==> config.mk <==
export PLATFORM = sky130hd
export DESIGN_NAME = tagged_sensor_byte_parser_flat
export DESIGN_NICKNAME = d
export VERILOG_FILES = /design/src/tsbp_pkg.sv /design/src/tsbp_if.sv /design/src/tagged_sensor_byte_parser.sv /design/src/tsbp_heading.sv /design/src/flat_wrapper.sv
export SDC_FILE = /design/constraint.sdc
export NUM_CORES = 1
export LEC_CHECK = 0
export BUFFER_PORTS_ARGS = -buffer_cell sky130_fd_sc_hd__buf_2
export CORE_AREA = 3 3 102 128
export CTS_CLUSTER_DIAMETER = 60
export DETAILED_ROUTE_END_ITERATION = 10
export DIE_AREA = 0 0 105 131
export PLACE_DENSITY = 0.85
export SKIP_LAST_GASP = 1
export SLEW_MARGIN = 15
export SYNTH_ARGS = -nofsm -noshare
export SYNTH_HDL_FRONTEND = slang
export SYNTH_SLANG_ARGS = --single-unit
==> constraint.sdc <==
create_clock -name clock -period 12.1 [get_ports clock]
set_input_delay 3.63 -clock clock [delete_from_list [all_inputs] [get_ports clock]]
set_output_delay 3.63 -clock clock [all_outputs]
set_load 0.1 [all_outputs]
==> src/tsbp_pkg.sv <==
// ----------------------------------------------------------------------------
// tsbp_pkg
// Shared types and constants for the tagged sensor byte parser.
// ----------------------------------------------------------------------------
package tsbp_pkg;

   typedef logic [7:0]         byte_type;
   typedef logic signed [15:0] heading_type;
   typedef logic signed [12:0] goal_type;

   // Working width of the heading arithmetic: covers 255*100+255 plus both offsets.
   localparam int CALC_W = 18;
   typedef logic signed [CALC_W-1:0] calc_type;

   localparam calc_type FULL_TURN   = 18'sd3600;
   localparam calc_type HEADING_MAX = 18'sd32767;
   localparam calc_type HEADING_MIN = -18'sd32768;
   localparam logic [6:0] COMPASS_SCALE = 7'd100;

   localparam byte_type TAG_X = 8'h58;
   localparam byte_type TAG_Y = 8'h59;
   localparam byte_type TAG_C = 8'h43;
   localparam byte_type TAG_O = 8'h4F;
   localparam byte_type TAG_L = 8'h4C;
   localparam byte_type TAG_B = 8'h42;
   localparam byte_type TAG_NONE = 8'h00;

   localparam logic MODE_BYTE    = 1'b0;
   localparam logic MODE_CAPTURE = 1'b1;

   localparam int CSR_ADDR_W = 3;
   localparam int CSR_DATA_W = 32;
   // Register index is paddr[2] (one 32-bit register per word).
   localparam logic REG_GOAL_OFFSET = 1'b0;

endpackage

==> src/tsbp_if.sv <==
// ----------------------------------------------------------------------------
// tsbp request and response channels
// Valid/ready channel interfaces for the parser's input bytes and results.
// ----------------------------------------------------------------------------
interface tsbp_req_if
   import tsbp_pkg::*;
   ();
   logic     valid;
   logic     ready;
   logic     mode;
   byte_type rx_byte;

   modport source (output valid, output mode, output rx_byte, input ready);
   modport sink   (input valid, input mode, input rx_byte, output ready);
endinterface

interface tsbp_rsp_if
   import tsbp_pkg::*;
   ();
   logic        valid;
   logic        ready;
   byte_type    ball_x;
   byte_type    ball_y;
   byte_type    accel_y;
   byte_type    ball_found;
   heading_type heading;
   logic        heading_updated;

   modport source (output valid, output ball_x, output ball_y, output accel_y,
                   output ball_found, output heading, output heading_updated,
                   input ready);
   modport sink   (input valid, input ball_x, input ball_y, input accel_y,
                   input ball_found, input heading, input heading_updated,
                   output ready);
endinterface

==> src/tagged_sensor_byte_parser.sv <==
// ----------------------------------------------------------------------------
// tagged_sensor_byte_parser
// Parses tag/data serial byte pairs into ball, accelerometer and heading values.
// ----------------------------------------------------------------------------
// Usage:
//   req_ch carries one request per received byte (mode 0) or a capture
//   command (mode 1) that copies the current heading into the auto offset.
//   rsp_ch returns exactly one result per request: the four stored sensor
//   bytes, the heading and a flag telling whether this request computed a
//   new heading.
//   The configuration port holds goal_offset at byte address 0; write it
//   only while no request is outstanding.
// Timing:
//   A result appears in the cycle after its request is accepted. One request
//   is accepted every cycle while no result stalls; the single result register decides the rate.
//   The parser state doubles as the result payload, so a stalled result
//   holds and req_ch.ready stays high as long as the result is taken in the
//   same cycle.
// Reset:
//   Synchronous reset clears all stored bytes, the pending tag, heading,
//   auto offset and goal_offset, and empties the result register.
// ----------------------------------------------------------------------------
module tagged_sensor_byte_parser
   import tsbp_pkg::*;
(
   input  logic                  clock,
   input  logic                  reset,
   tsbp_req_if.sink              req_ch,
   tsbp_rsp_if.source            rsp_ch,
   input  logic                  psel,
   input  logic                  penable,
   input  logic                  pwrite,
   input  logic [CSR_ADDR_W-1:0] paddr,
   input  logic [CSR_DATA_W-1:0] pwdata,
   output logic [CSR_DATA_W-1:0] prdata,
   output logic                  pready
);

   logic        accept;
   logic        csr_write;

   goal_type    goal_offset_ff;
   byte_type    pending_tag_ff,    pending_tag_in;
   byte_type    compass_high_ff,   compass_high_in;
   byte_type    ball_x_ff,         ball_x_in;
   byte_type    ball_y_ff,         ball_y_in;
   byte_type    accel_y_ff,        accel_y_in;
   byte_type    ball_found_ff,     ball_found_in;
   heading_type heading_ff,        heading_in;
   heading_type auto_offset_ff,    auto_offset_in;
   logic        updated_ff,        updated_in;
   logic        rsp_valid_ff;
   heading_type new_heading;

   assign pready    = 1'b1;
   assign csr_write = psel && penable && pwrite && pready;
   assign prdata    = (paddr[2] == REG_GOAL_OFFSET) ? CSR_DATA_W'(goal_offset_ff)
                                                   : '0;

   assign req_ch.ready = !rsp_valid_ff || rsp_ch.ready;
   assign accept       = req_ch.valid && req_ch.ready;

   tsbp_heading u_heading (
      .compass_high (compass_high_ff),
      .compass_low  (req_ch.rx_byte),
      .goal_offset  (goal_offset_ff),
      .auto_offset  (auto_offset_ff),
      .heading      (new_heading)
   );

   always_comb begin
      pending_tag_in  = pending_tag_ff;
      compass_high_in = compass_high_ff;
      ball_x_in       = ball_x_ff;
      ball_y_in       = ball_y_ff;
      accel_y_in      = accel_y_ff;
      ball_found_in   = ball_found_ff;
      heading_in      = heading_ff;
      auto_offset_in  = auto_offset_ff;
      updated_in      = 1'b0;

      if (req_ch.mode == MODE_CAPTURE) begin
         auto_offset_in = heading_ff;
      end else begin
         // A data tag consumes the byte; anything else makes it the new pending tag.
         unique case (pending_tag_ff)
            TAG_X: begin
               ball_x_in      = req_ch.rx_byte;
               pending_tag_in = TAG_NONE;
            end
            TAG_Y: begin
               ball_y_in      = req_ch.rx_byte;
               pending_tag_in = TAG_NONE;
            end
            TAG_C: begin
               compass_high_in = req_ch.rx_byte;
               pending_tag_in  = TAG_NONE;
            end
            TAG_O: begin
               heading_in     = new_heading;
               updated_in     = 1'b1;
               pending_tag_in = TAG_NONE;
            end
            TAG_L: begin
               accel_y_in     = req_ch.rx_byte;
               pending_tag_in = TAG_NONE;
            end
            TAG_B: begin
               ball_found_in  = req_ch.rx_byte;
               pending_tag_in = TAG_NONE;
            end
            default: begin
               pending_tag_in = req_ch.rx_byte;
            end
         endcase
      end
   end

   always_ff @(posedge clock) begin
      if (reset) begin
         goal_offset_ff  <= '0;
         pending_tag_ff  <= TAG_NONE;
         compass_high_ff <= '0;
         ball_x_ff       <= '0;
         ball_y_ff       <= '0;
         accel_y_ff      <= '0;
         ball_found_ff   <= '0;
         heading_ff      <= '0;
         auto_offset_ff  <= '0;
         updated_ff      <= 1'b0;
         rsp_valid_ff    <= 1'b0;
      end else begin
         if (csr_write && paddr[2] == REG_GOAL_OFFSET) begin
            goal_offset_ff <= pwdata[12:0];
         end
         if (accept) begin
            pending_tag_ff  <= pending_tag_in;
            compass_high_ff <= compass_high_in;
            ball_x_ff       <= ball_x_in;
            ball_y_ff       <= ball_y_in;
            accel_y_ff      <= accel_y_in;
            ball_found_ff   <= ball_found_in;
            heading_ff      <= heading_in;
            auto_offset_ff  <= auto_offset_in;
            updated_ff      <= updated_in;
            rsp_valid_ff    <= 1'b1;
         end else if (rsp_ch.ready) begin
            rsp_valid_ff <= 1'b0;
         end
      end
   end

   assign rsp_ch.valid           = rsp_valid_ff;
   assign rsp_ch.ball_x          = ball_x_ff;
   assign rsp_ch.ball_y          = ball_y_ff;
   assign rsp_ch.accel_y         = accel_y_ff;
   assign rsp_ch.ball_found      = ball_found_ff;
   assign rsp_ch.heading         = heading_ff;
   assign rsp_ch.heading_updated = updated_ff;

endmodule

==> src/tsbp_heading.sv <==
// ----------------------------------------------------------------------------
// tsbp_heading
// Forms the corrected compass heading from the two compass bytes and offsets.
// ----------------------------------------------------------------------------
module tsbp_heading
   import tsbp_pkg::*;
(
   input  byte_type    compass_high,
   input  byte_type    compass_low,
   input  goal_type    goal_offset,
   input  heading_type auto_offset,
   output heading_type heading
);

   logic [14:0] scaled;
   calc_type    raw;
   calc_type    wrap_low;
   calc_type    wrap_high;

   always_comb begin
      scaled = 15'(compass_high) * 15'(COMPASS_SCALE);
      raw    = $signed({3'b000, scaled}) + $signed({10'd0, compass_low})
               - CALC_W'(goal_offset) - CALC_W'(auto_offset);

      // Each correction is applied at most once, so a wide value may stay out of range.
      wrap_low  = (raw < 0) ? raw + FULL_TURN : raw;
      wrap_high = (wrap_low > FULL_TURN) ? wrap_low - FULL_TURN : wrap_low;

      if (wrap_high > HEADING_MAX) begin
         heading = 16'sh7FFF;
      end else if (wrap_high < HEADING_MIN) begin
         heading = 16'sh8000;
      end else begin
         heading = wrap_high[15:0];
      end
   end

endmodule

==> src/flat_wrapper.sv <==
// flat-port wrapper written by rule: the top's interface ports become plain ports
module tagged_sensor_byte_parser_flat import tsbp_pkg::*;
  (clock, reset, psel, penable, pwrite, paddr, pwdata, prdata, pready, req_ch_valid, req_ch_mode, req_ch_rx_byte, req_ch_ready, rsp_ch_valid, rsp_ch_ball_x, rsp_ch_ball_y, rsp_ch_accel_y, rsp_ch_ball_found, rsp_ch_heading, rsp_ch_heading_updated, rsp_ch_ready);
  tsbp_req_if req_ch_i ();
  tsbp_rsp_if rsp_ch_i ();
  input  logic clock;
  input  logic reset;
  input  logic psel;
  input  logic penable;
  input  logic pwrite;
  input  logic [CSR_ADDR_W-1:0] paddr;
  input  logic [CSR_DATA_W-1:0] pwdata;
  output logic [CSR_DATA_W-1:0] prdata;
  output logic pready;
  input wire logic [$bits(req_ch_i.valid)-1:0] req_ch_valid;
  input wire logic [$bits(req_ch_i.mode)-1:0] req_ch_mode;
  input wire logic [$bits(req_ch_i.rx_byte)-1:0] req_ch_rx_byte;
  output wire logic [$bits(req_ch_i.ready)-1:0] req_ch_ready;
  output wire logic [$bits(rsp_ch_i.valid)-1:0] rsp_ch_valid;
  output wire logic [$bits(rsp_ch_i.ball_x)-1:0] rsp_ch_ball_x;
  output wire logic [$bits(rsp_ch_i.ball_y)-1:0] rsp_ch_ball_y;
  output wire logic [$bits(rsp_ch_i.accel_y)-1:0] rsp_ch_accel_y;
  output wire logic [$bits(rsp_ch_i.ball_found)-1:0] rsp_ch_ball_found;
  output wire logic [$bits(rsp_ch_i.heading)-1:0] rsp_ch_heading;
  output wire logic [$bits(rsp_ch_i.heading_updated)-1:0] rsp_ch_heading_updated;
  input wire logic [$bits(rsp_ch_i.ready)-1:0] rsp_ch_ready;
  assign req_ch_i.valid = req_ch_valid;
  assign req_ch_i.mode = req_ch_mode;
  assign req_ch_i.rx_byte = req_ch_rx_byte;
  assign req_ch_ready = req_ch_i.ready;
  assign rsp_ch_valid = rsp_ch_i.valid;
  assign rsp_ch_ball_x = rsp_ch_i.ball_x;
  assign rsp_ch_ball_y = rsp_ch_i.ball_y;
  assign rsp_ch_accel_y = rsp_ch_i.accel_y;
  assign rsp_ch_ball_found = rsp_ch_i.ball_found;
  assign rsp_ch_heading = rsp_ch_i.heading;
  assign rsp_ch_heading_updated = rsp_ch_i.heading_updated;
  assign rsp_ch_i.ready = rsp_ch_ready;
  tagged_sensor_byte_parser u_core (.clock(clock), .reset(reset), .req_ch(req_ch_i), .rsp_ch(rsp_ch_i), .psel(psel), .penable(penable), .pwrite(pwrite), .paddr(paddr), .pwdata(pwdata), .prdata(prdata), .pready(pready));
endmodule
==> impl_metrics.yaml, run 1 <==
sta:
  holdWs_ps: 447.0
  skew_ps: 10.78
  finalMaxSlewViolations: 0
  finalSetupViolCount: 0
  hold_viol: 0
  rsz0062_at_grt: "false"
  relSlewSlack: 0.2484
  fmax_ghz: 0.1017
  worst_pin_slew_ps: 1113
  post-route-period-util: 0.8125
  fin_tns_setup_ps: 0
  fin_crit_ps: 9831
worst_setup_path:
  crit_path_start_kind: "input pin"
  critPathArrivalTime_ps: 10100
  critPathKind: "input pin to flip-flop"
  r2r_slack_ps: 4380
  end_kind: "flip-flop"
  worst-path-max-fanout: 16
  required_ps: 12370
yosys:
  synth_top_family_by_area: "simple AND/OR/NAND/NOR gates"
  synthAdderAreaFrac: 0.1592
  avgSynthCellArea_um2: 8.294
  synth-simple-area-share: 0.2019
  async_flop_share: 0
  yosysWarnings: 0
  synth_seq_area_share: 0.2642
  synth_cell_types: 84
  synth.area.mux_share: 0.05474
  synth-xor-area-share: 0.06170
  syn_area_um2: 7199
  ys.flop_type: "dfxtp_1"
  syn_nets: 998
  synth_edf_count: 0
  synth_compound_gate_area_share: 0.1795
  synth-seq-cells: 95
  synth_cells: 868
floorplanning:
  core_um2: 12050
  die_width_um: 105
  io-pin-count: 135
  die_h_um: 131
  start_util: 0.5975
  rows: 45
  fp.dieArea_um2: 13760
power:
  power_density_nw_per_um2: 109.2
  vdd_drop_max_mv: 0.1183
  leakagePower_nw: 3.756
global_route:
  globalRouteMet3Util: 0.04472
  antenna_found_initial: 0
  busiest_layer: "met2"
  grt_use_total: 0.2581
  gr-total-overflow: 0
  use_met2: 0.4639
  grtUsageMet1: 0.2986
  grt_pass1_wl_mm: 28.81
  grt_pass1_vias: 5938
  grt_start_max_net_pins: 90
clocking:
  cts_root_buf: "clkbuf_16"
  post_cts_buffers: 0
  cts_resized: 0
  cts_tree: "built"
  cts_sinks: 95
  cts.reportedPaths.clkPinSlew_ps: 80
  hold_buffers: 0
  clockBufferDepth: 2
  htree_levels: 3
  cts_buffers: 9
  clk_latency_ps: 350
cells_and_area:
  nets: 1067
  syn_to_final_growth_pct: 11.04
  post_route_cells_drive_above_1_share: 0.1741
  final_common_cell: "buf_2"
  fin_cells: 1106
  fill_cells: 1018
  antenna_cells: 0
  final_cell_mix: "buf_2 (112), nand2_1 (111), dfxtp_1 (95)"
detailed_routing:
  drt-pass1-iter-count: 5
  route.detailed.drc: 0
  routed_wl_mm: 17.73
  drt.antenna.violating_nets: 0
  viasPerCell: 5.664
  drt_iter0_markers: 337
  wl_per_cell_um: 16.03
  vias: 6264
place:
  place_hpwl_mm: 13.39
  dp_cells: 1090
  port_buffers: 112
  gp_congestion: 0.9506
run:
  max_cap_violations: 0
min_path:
  hp-class: "flip-flop to flip-flop"
run_status:
  status: "complete, no violations"
metrics by stage:
stage	instance area, µm²	power, W	worst slack, ps	util
6_report	7994	0.0008731	2269	0.6634
5_1_grt	7994	0.0009124	1710	0.6634
4_1_cts	7988	0.0008750	2342	0.6629
3_5_place_dp	7672	0.0005874	2073	0.6368
3_3_place_gp	7672	0.0005836	2171	0.6368
2_1_floorplan	7199	0.0005409	2263	-
metal layers:
layer	up-vias	routed length, µm
met5	-	0
met4	0	775
met3	45	805
met2	179	8935
met1	2940	7209
li1	3100	-
Yosys cell counts (4+ instances only):
cell | instances | area [µm²]
o21bai_1 | 8 | 60.06
ha_1 | 58 | 725.7
mux2i_1 | 36 | 360.4
buf_4 | 21 | 157.7
a21o_1 | 16 | 120.1
buf_2 | 9 | 45.04
a211o_1 | 4 | 35.03
o211ai_1 | 8 | 60.06
a22oi_1 | 9 | 67.56
o21ai_0 | 9 | 45.04
nand3b_1 | 5 | 37.54
a31oi_1 | 7 | 43.79
nand2b_1 | 10 | 62.56
clkbuf_1 | 23 | 86.33
a211oi_1 | 11 | 82.58
nor2_1 | 78 | 292.8
a21oi_1 | 61 | 305.3
inv_1 | 68 | 255.2
o21a_1 | 4 | 30.03
nor3_1 | 16 | 80.08
and3_1 | 9 | 56.30
and2_1 | 6 | 37.54
nand3_1 | 14 | 70.07
nand2_1 | 111 | 416.7
fa_1 | 21 | 420.4
xnor2_1 | 30 | 262.8
nor2b_1 | 14 | 87.58
or2_2 | 5 | 31.28
or3_1 | 5 | 31.28
xor2_1 | 17 | 148.9
dfxtp_1 | 95 | 1902
logic make-up after synthesis:
kind of cell	Yosys count
AO/OA/AOI/OAI	179
adder cells (fa/ha/maj)	79
multiplexers	39
other	1
XOR/XNOR	49
buffers and inverters	124
AND/OR/NAND/NOR	302
flip-flops	95
power breakdown:
part	switching, W	leakage (nW)	internal [W]
logic	0.000168	2.84	0.000100
clock network	0.000140	0.148	0.000148
registers	0.00000269	0.766	0.000315
total	0.000310	3.76	0.000563
state kept, by name, indices dropped and copies added (netlist names):
name and count:
u_core.auto_offset_ff 16, u_core.rsp_ch.heading 16, u_core.goal_offset_ff 13, u_core.compass_high_ff 8, u_core.pending_tag_ff 8, u_core.rsp_ch.accel_y 8, u_core.rsp_ch.ball_found 8, u_core.rsp_ch.ball_x 8
u_core.rsp_ch.ball_y 8, u_core.rsp_ch.heading_updated 1, u_core.rsp_ch.valid 1
critical path: stages:
cell,delay [ps]
buf_2,160
ha_1,240
fa_1,410
a21o_1,190
a21oi_1,290
o21bai_1,100
a21oi_1,290
nor2_1,100
nand4_1,110
xor2_1,280
fa_1,460
inv_1,60
ha_1,260
a21o_1,190
a21oi_1,170
o221ai_1,180
o21ai_0,350
nand2_1,430
xnor2_1,430
inv_1,90
ha_1,180
nor3b_1,130
a31oi_1,240
o21bai_1,160
a21oi_2,390
mux2_2,400
o211ai_1,160
worst paths after layout:
check	startpoint	endpoint	cells past startpoint
worst min register to register	u_core.rsp_ch.ball_found[0]	u_core.rsp_ch.ball_found[0]	2
worst max register to register	u_core.compass_high_ff[3]	u_core.rsp_ch.heading[5]	29
worst max-delay path	req_ch_rx_byte[2]	u_core.rsp_ch.heading[5]	27
worst min-delay path	u_core.rsp_ch.ball_found[0]	u_core.rsp_ch.ball_found[0]	2
layout make-up:
cell class / count / area, µm² / area share
clock inverter: 7 / 90.09 / 0.01127
tap: 164 / 205.2 / 0.02567
clock buffer: 9 / 225.2 / 0.02817
multi-input combinational: 649 / 4741 / 0.5931
inverter: 68 / 255.2 / 0.03193
timing repair buffer: 114 / 575.6 / 0.07200
sequential: 95 / 1902 / 0.2379
Power figures use the tool's default switching activity.
==> inputs of run 2 (changes only) <==
Settings changed: ABC_AREA set to 1, CORE_AREA 3 3 102 128 to 3 3 111 140, DIE_AREA 0 0 105 131 to 0 0 114 143, PLACE_DENSITY 0.85 to 0.77.
Clock period 12.1 ns to 8.6 ns, I/O delays scaled along.
==> run 2 against run 1 <==
  * Combinational power rose to 3.2 times the previous value
  * Register-to-register slack got worse by 3000 ps
  * Hold slack improved by 9.6 ps
  * Clock skew rose by 3.1 ps
  * Sequential power rose by 45%
  * Clock power rose by 34%
  * Largest cell class unchanged
==> impl_metrics.yaml, run 2 <==
cells_and_area:
  fin_cells: 1380
  nets: 1327
  final_common_cell: "nand2_1"
  antenna_cells: 0
  final_cell_mix: "nand2_1 (233), inv_1 (200), buf_2 (112)"
  fill_cells: 1410
  post_route_cells_drive_above_1_share: 0.1514
  syn_to_final_growth_pct: 12.31
floorplanning:
  fp.dieArea_um2: 16300
  io-pin-count: 135
  start_util: 0.5158
  die_width_um: 114
  die_h_um: 143
  rows: 49
  core_um2: 14350
clocking:
  htree_levels: 3
  clk_latency_ps: 340
  cts_sinks: 95
  cts_root_buf: "clkbuf_16"
  hold_buffers: 0
  cts.reportedPaths.clkPinSlew_ps: 70
  cts_tree: "built"
  clockBufferDepth: 2
  cts_buffers: 9
global_route:
  grt_pass1_wl_mm: 31.15
  gr-total-overflow: 0
  grt_start_max_net_pins: 62
  antenna_found_initial: 0
  grt_pass1_vias: 6520
  grt_use_total: 0.2339
detailed_routing:
  route.detailed.drc: 0
  wl_per_cell_um: 13.67
  routed_wl_mm: 18.86
  vias: 7080
  drt-pass1-iter-count: 4
  viasPerCell: 5.130
  drt.antenna.violating_nets: 0
  drt_iter0_markers: 436
yosys:
  ys.flop_type: "dfxtp_1"
  synth_seq_area_share: 0.2570
  synth-seq-cells: 95
  avgSynthCellArea_um2: 6.666
  synth_area_leaders: "dfxtp_1 (26%), nand2_1 (12%), inv_1 (10%)"
  async_flop_share: 0
  synth_cell_types: 37
  yosysWarnings: 0
  synth_cells: 1110
  netlist_top_cells_count: "nand2_1 (233), inv_1 (200), a21oi_1 (100)"
  synth_edf_count: 0
  synth_top_cell_by_area: "dfxtp_1"
  syn_area_um2: 7400
  syn_nets: 1240
  yosysMostFrequentCell: "nand2_1"
  synthDominantCellAreaShare: 0.2570
sta:
  rsz0062_at_grt: "false"
  fin_tns_setup_ps: 0
  holdWs_ps: 456.7
  finalMaxSlewViolations: 0
  setup_slack_ps: 665.1
  worst_pin_slew_ps: 936.0
  post-route-period-util: 0.9227
  relSlewSlack: 0.3737
  fmax_ghz: 0.1260
  finalSetupViolCount: 0
  fin_crit_ps: 7935
  hold_viol: 0
  skew_ps: 13.87
power:
  vdd_drop_max_mv: 0.1547
  leakagePower_nw: 4.584
  power_density_nw_per_um2: 205.8
place:
  gp_congestion: 0.9402
  dp_cells: 1364
  post-place-ws_ps: 129.6
  port_buffers: 112
  place_hpwl_mm: 15.07
worst_setup_path:
  critPathArrivalTime_ps: 8190
  crit_path_max_incr_delay_ps: 460
  crit_path_start_kind: "input pin"
  cpMaxStageDelayCell: "fa_1"
  required_ps: 8850
  path_common_cell: "nand2_1"
  end_kind: "flip-flop"
  critPathKind: "input pin to flip-flop"
  worst-path-max-fanout: 10
min_path:
  hp-class: "flip-flop to flip-flop"
run_status:
  status: "complete, no violations"
run:
  max_cap_violations: 0
==> run 2: what timing repair did <==
| action | 4_1_cts | 5_1_grt |
|---|---|---|
| gates resized for setup | 0 | 3 |
| buffers inserted | 0 | 0 |
| setup endpoints to repair | 0 | 15 |
==> run 2: layer usage <==
layer	global-route usage	wire [µm]
met1	0.2769	7696
met2	0.4294	9898
met3	0.03646	802
met4	0.07505	463
met5	0	0
==> run 2: path summary, 6_finish.rpt <==
check	startpoint	end	slack, ps	cells past startpoint
setup / recovery	req_ch_rx_byte[2]	u_core.rsp_ch.heading[12]	670	39
hold / removal	u_core.auto_offset_ff[1]	u_core.auto_offset_ff[1]	460	2
setup reg to reg	u_core.compass_high_ff[1]	u_core.rsp_ch.heading[12]	1390	41
hold reg to reg	u_core.auto_offset_ff[1]	u_core.auto_offset_ff[1]	460	2
==> run 2: area by class of cell <==
class / count / area, µm² / share of cell area
Multi-Input combinational cell: 761 / 4453 / 0.5358
Sequential cell: 95 / 1902 / 0.2288
Inverter: 204 / 765.7 / 0.09214
Timing Repair Buffer: 126 / 678.2 / 0.08160
Clock buffer: 9 / 225.2 / 0.02710
Tap cell: 178 / 222.7 / 0.02680
Clock inverter: 7 / 63.81 / 0.007678
==> run 2: per-stage QoR <==
step / utilization / area, µm² / total power [W]
floorplan: - / 7400 / 0.001145
global placement: 0.5583 / 8009 / 0.001310
detailed placement: 0.5583 / 8009 / 0.001323
CTS: 0.5784 / 8298 / 0.001711
global route: 0.5793 / 8310 / 0.001856
finish: 0.5793 / 8310 / 0.001710
==> run 2: cells by family (layout without fill, tap and decap cells) <==
group	after synthesis	in the layout	synth area share
buffers and inverters	254	346	0.1429
other	1	1	0.0005068
AO/OA/AOI/OAI	194	194	0.1366
flip-flops	95	95	0.2570
XOR/XNOR	30	30	0.03551
AND/OR/NAND/NOR	457	457	0.2726
adder cells (fa/ha/maj)	79	79	0.1549
==> run 2: where the power goes <==
group          internal [W]  switching, W
sequential         0.000450    0.00000924
clock              0.000202      0.000183
combinational      0.000287      0.000580
total              0.000939      0.000772
==> run 2: critical path, delay by kind of cell <==
| family | cells | cell delay, ps |
|---|---|---|
| simple gates | 22 | 2750 |
| fa+ha+maj | 5 | 1320 |
| compound gates | 4 | 550 |
| buf+inv | 6 | 500 |
| xor+xnor | 2 | 490 |
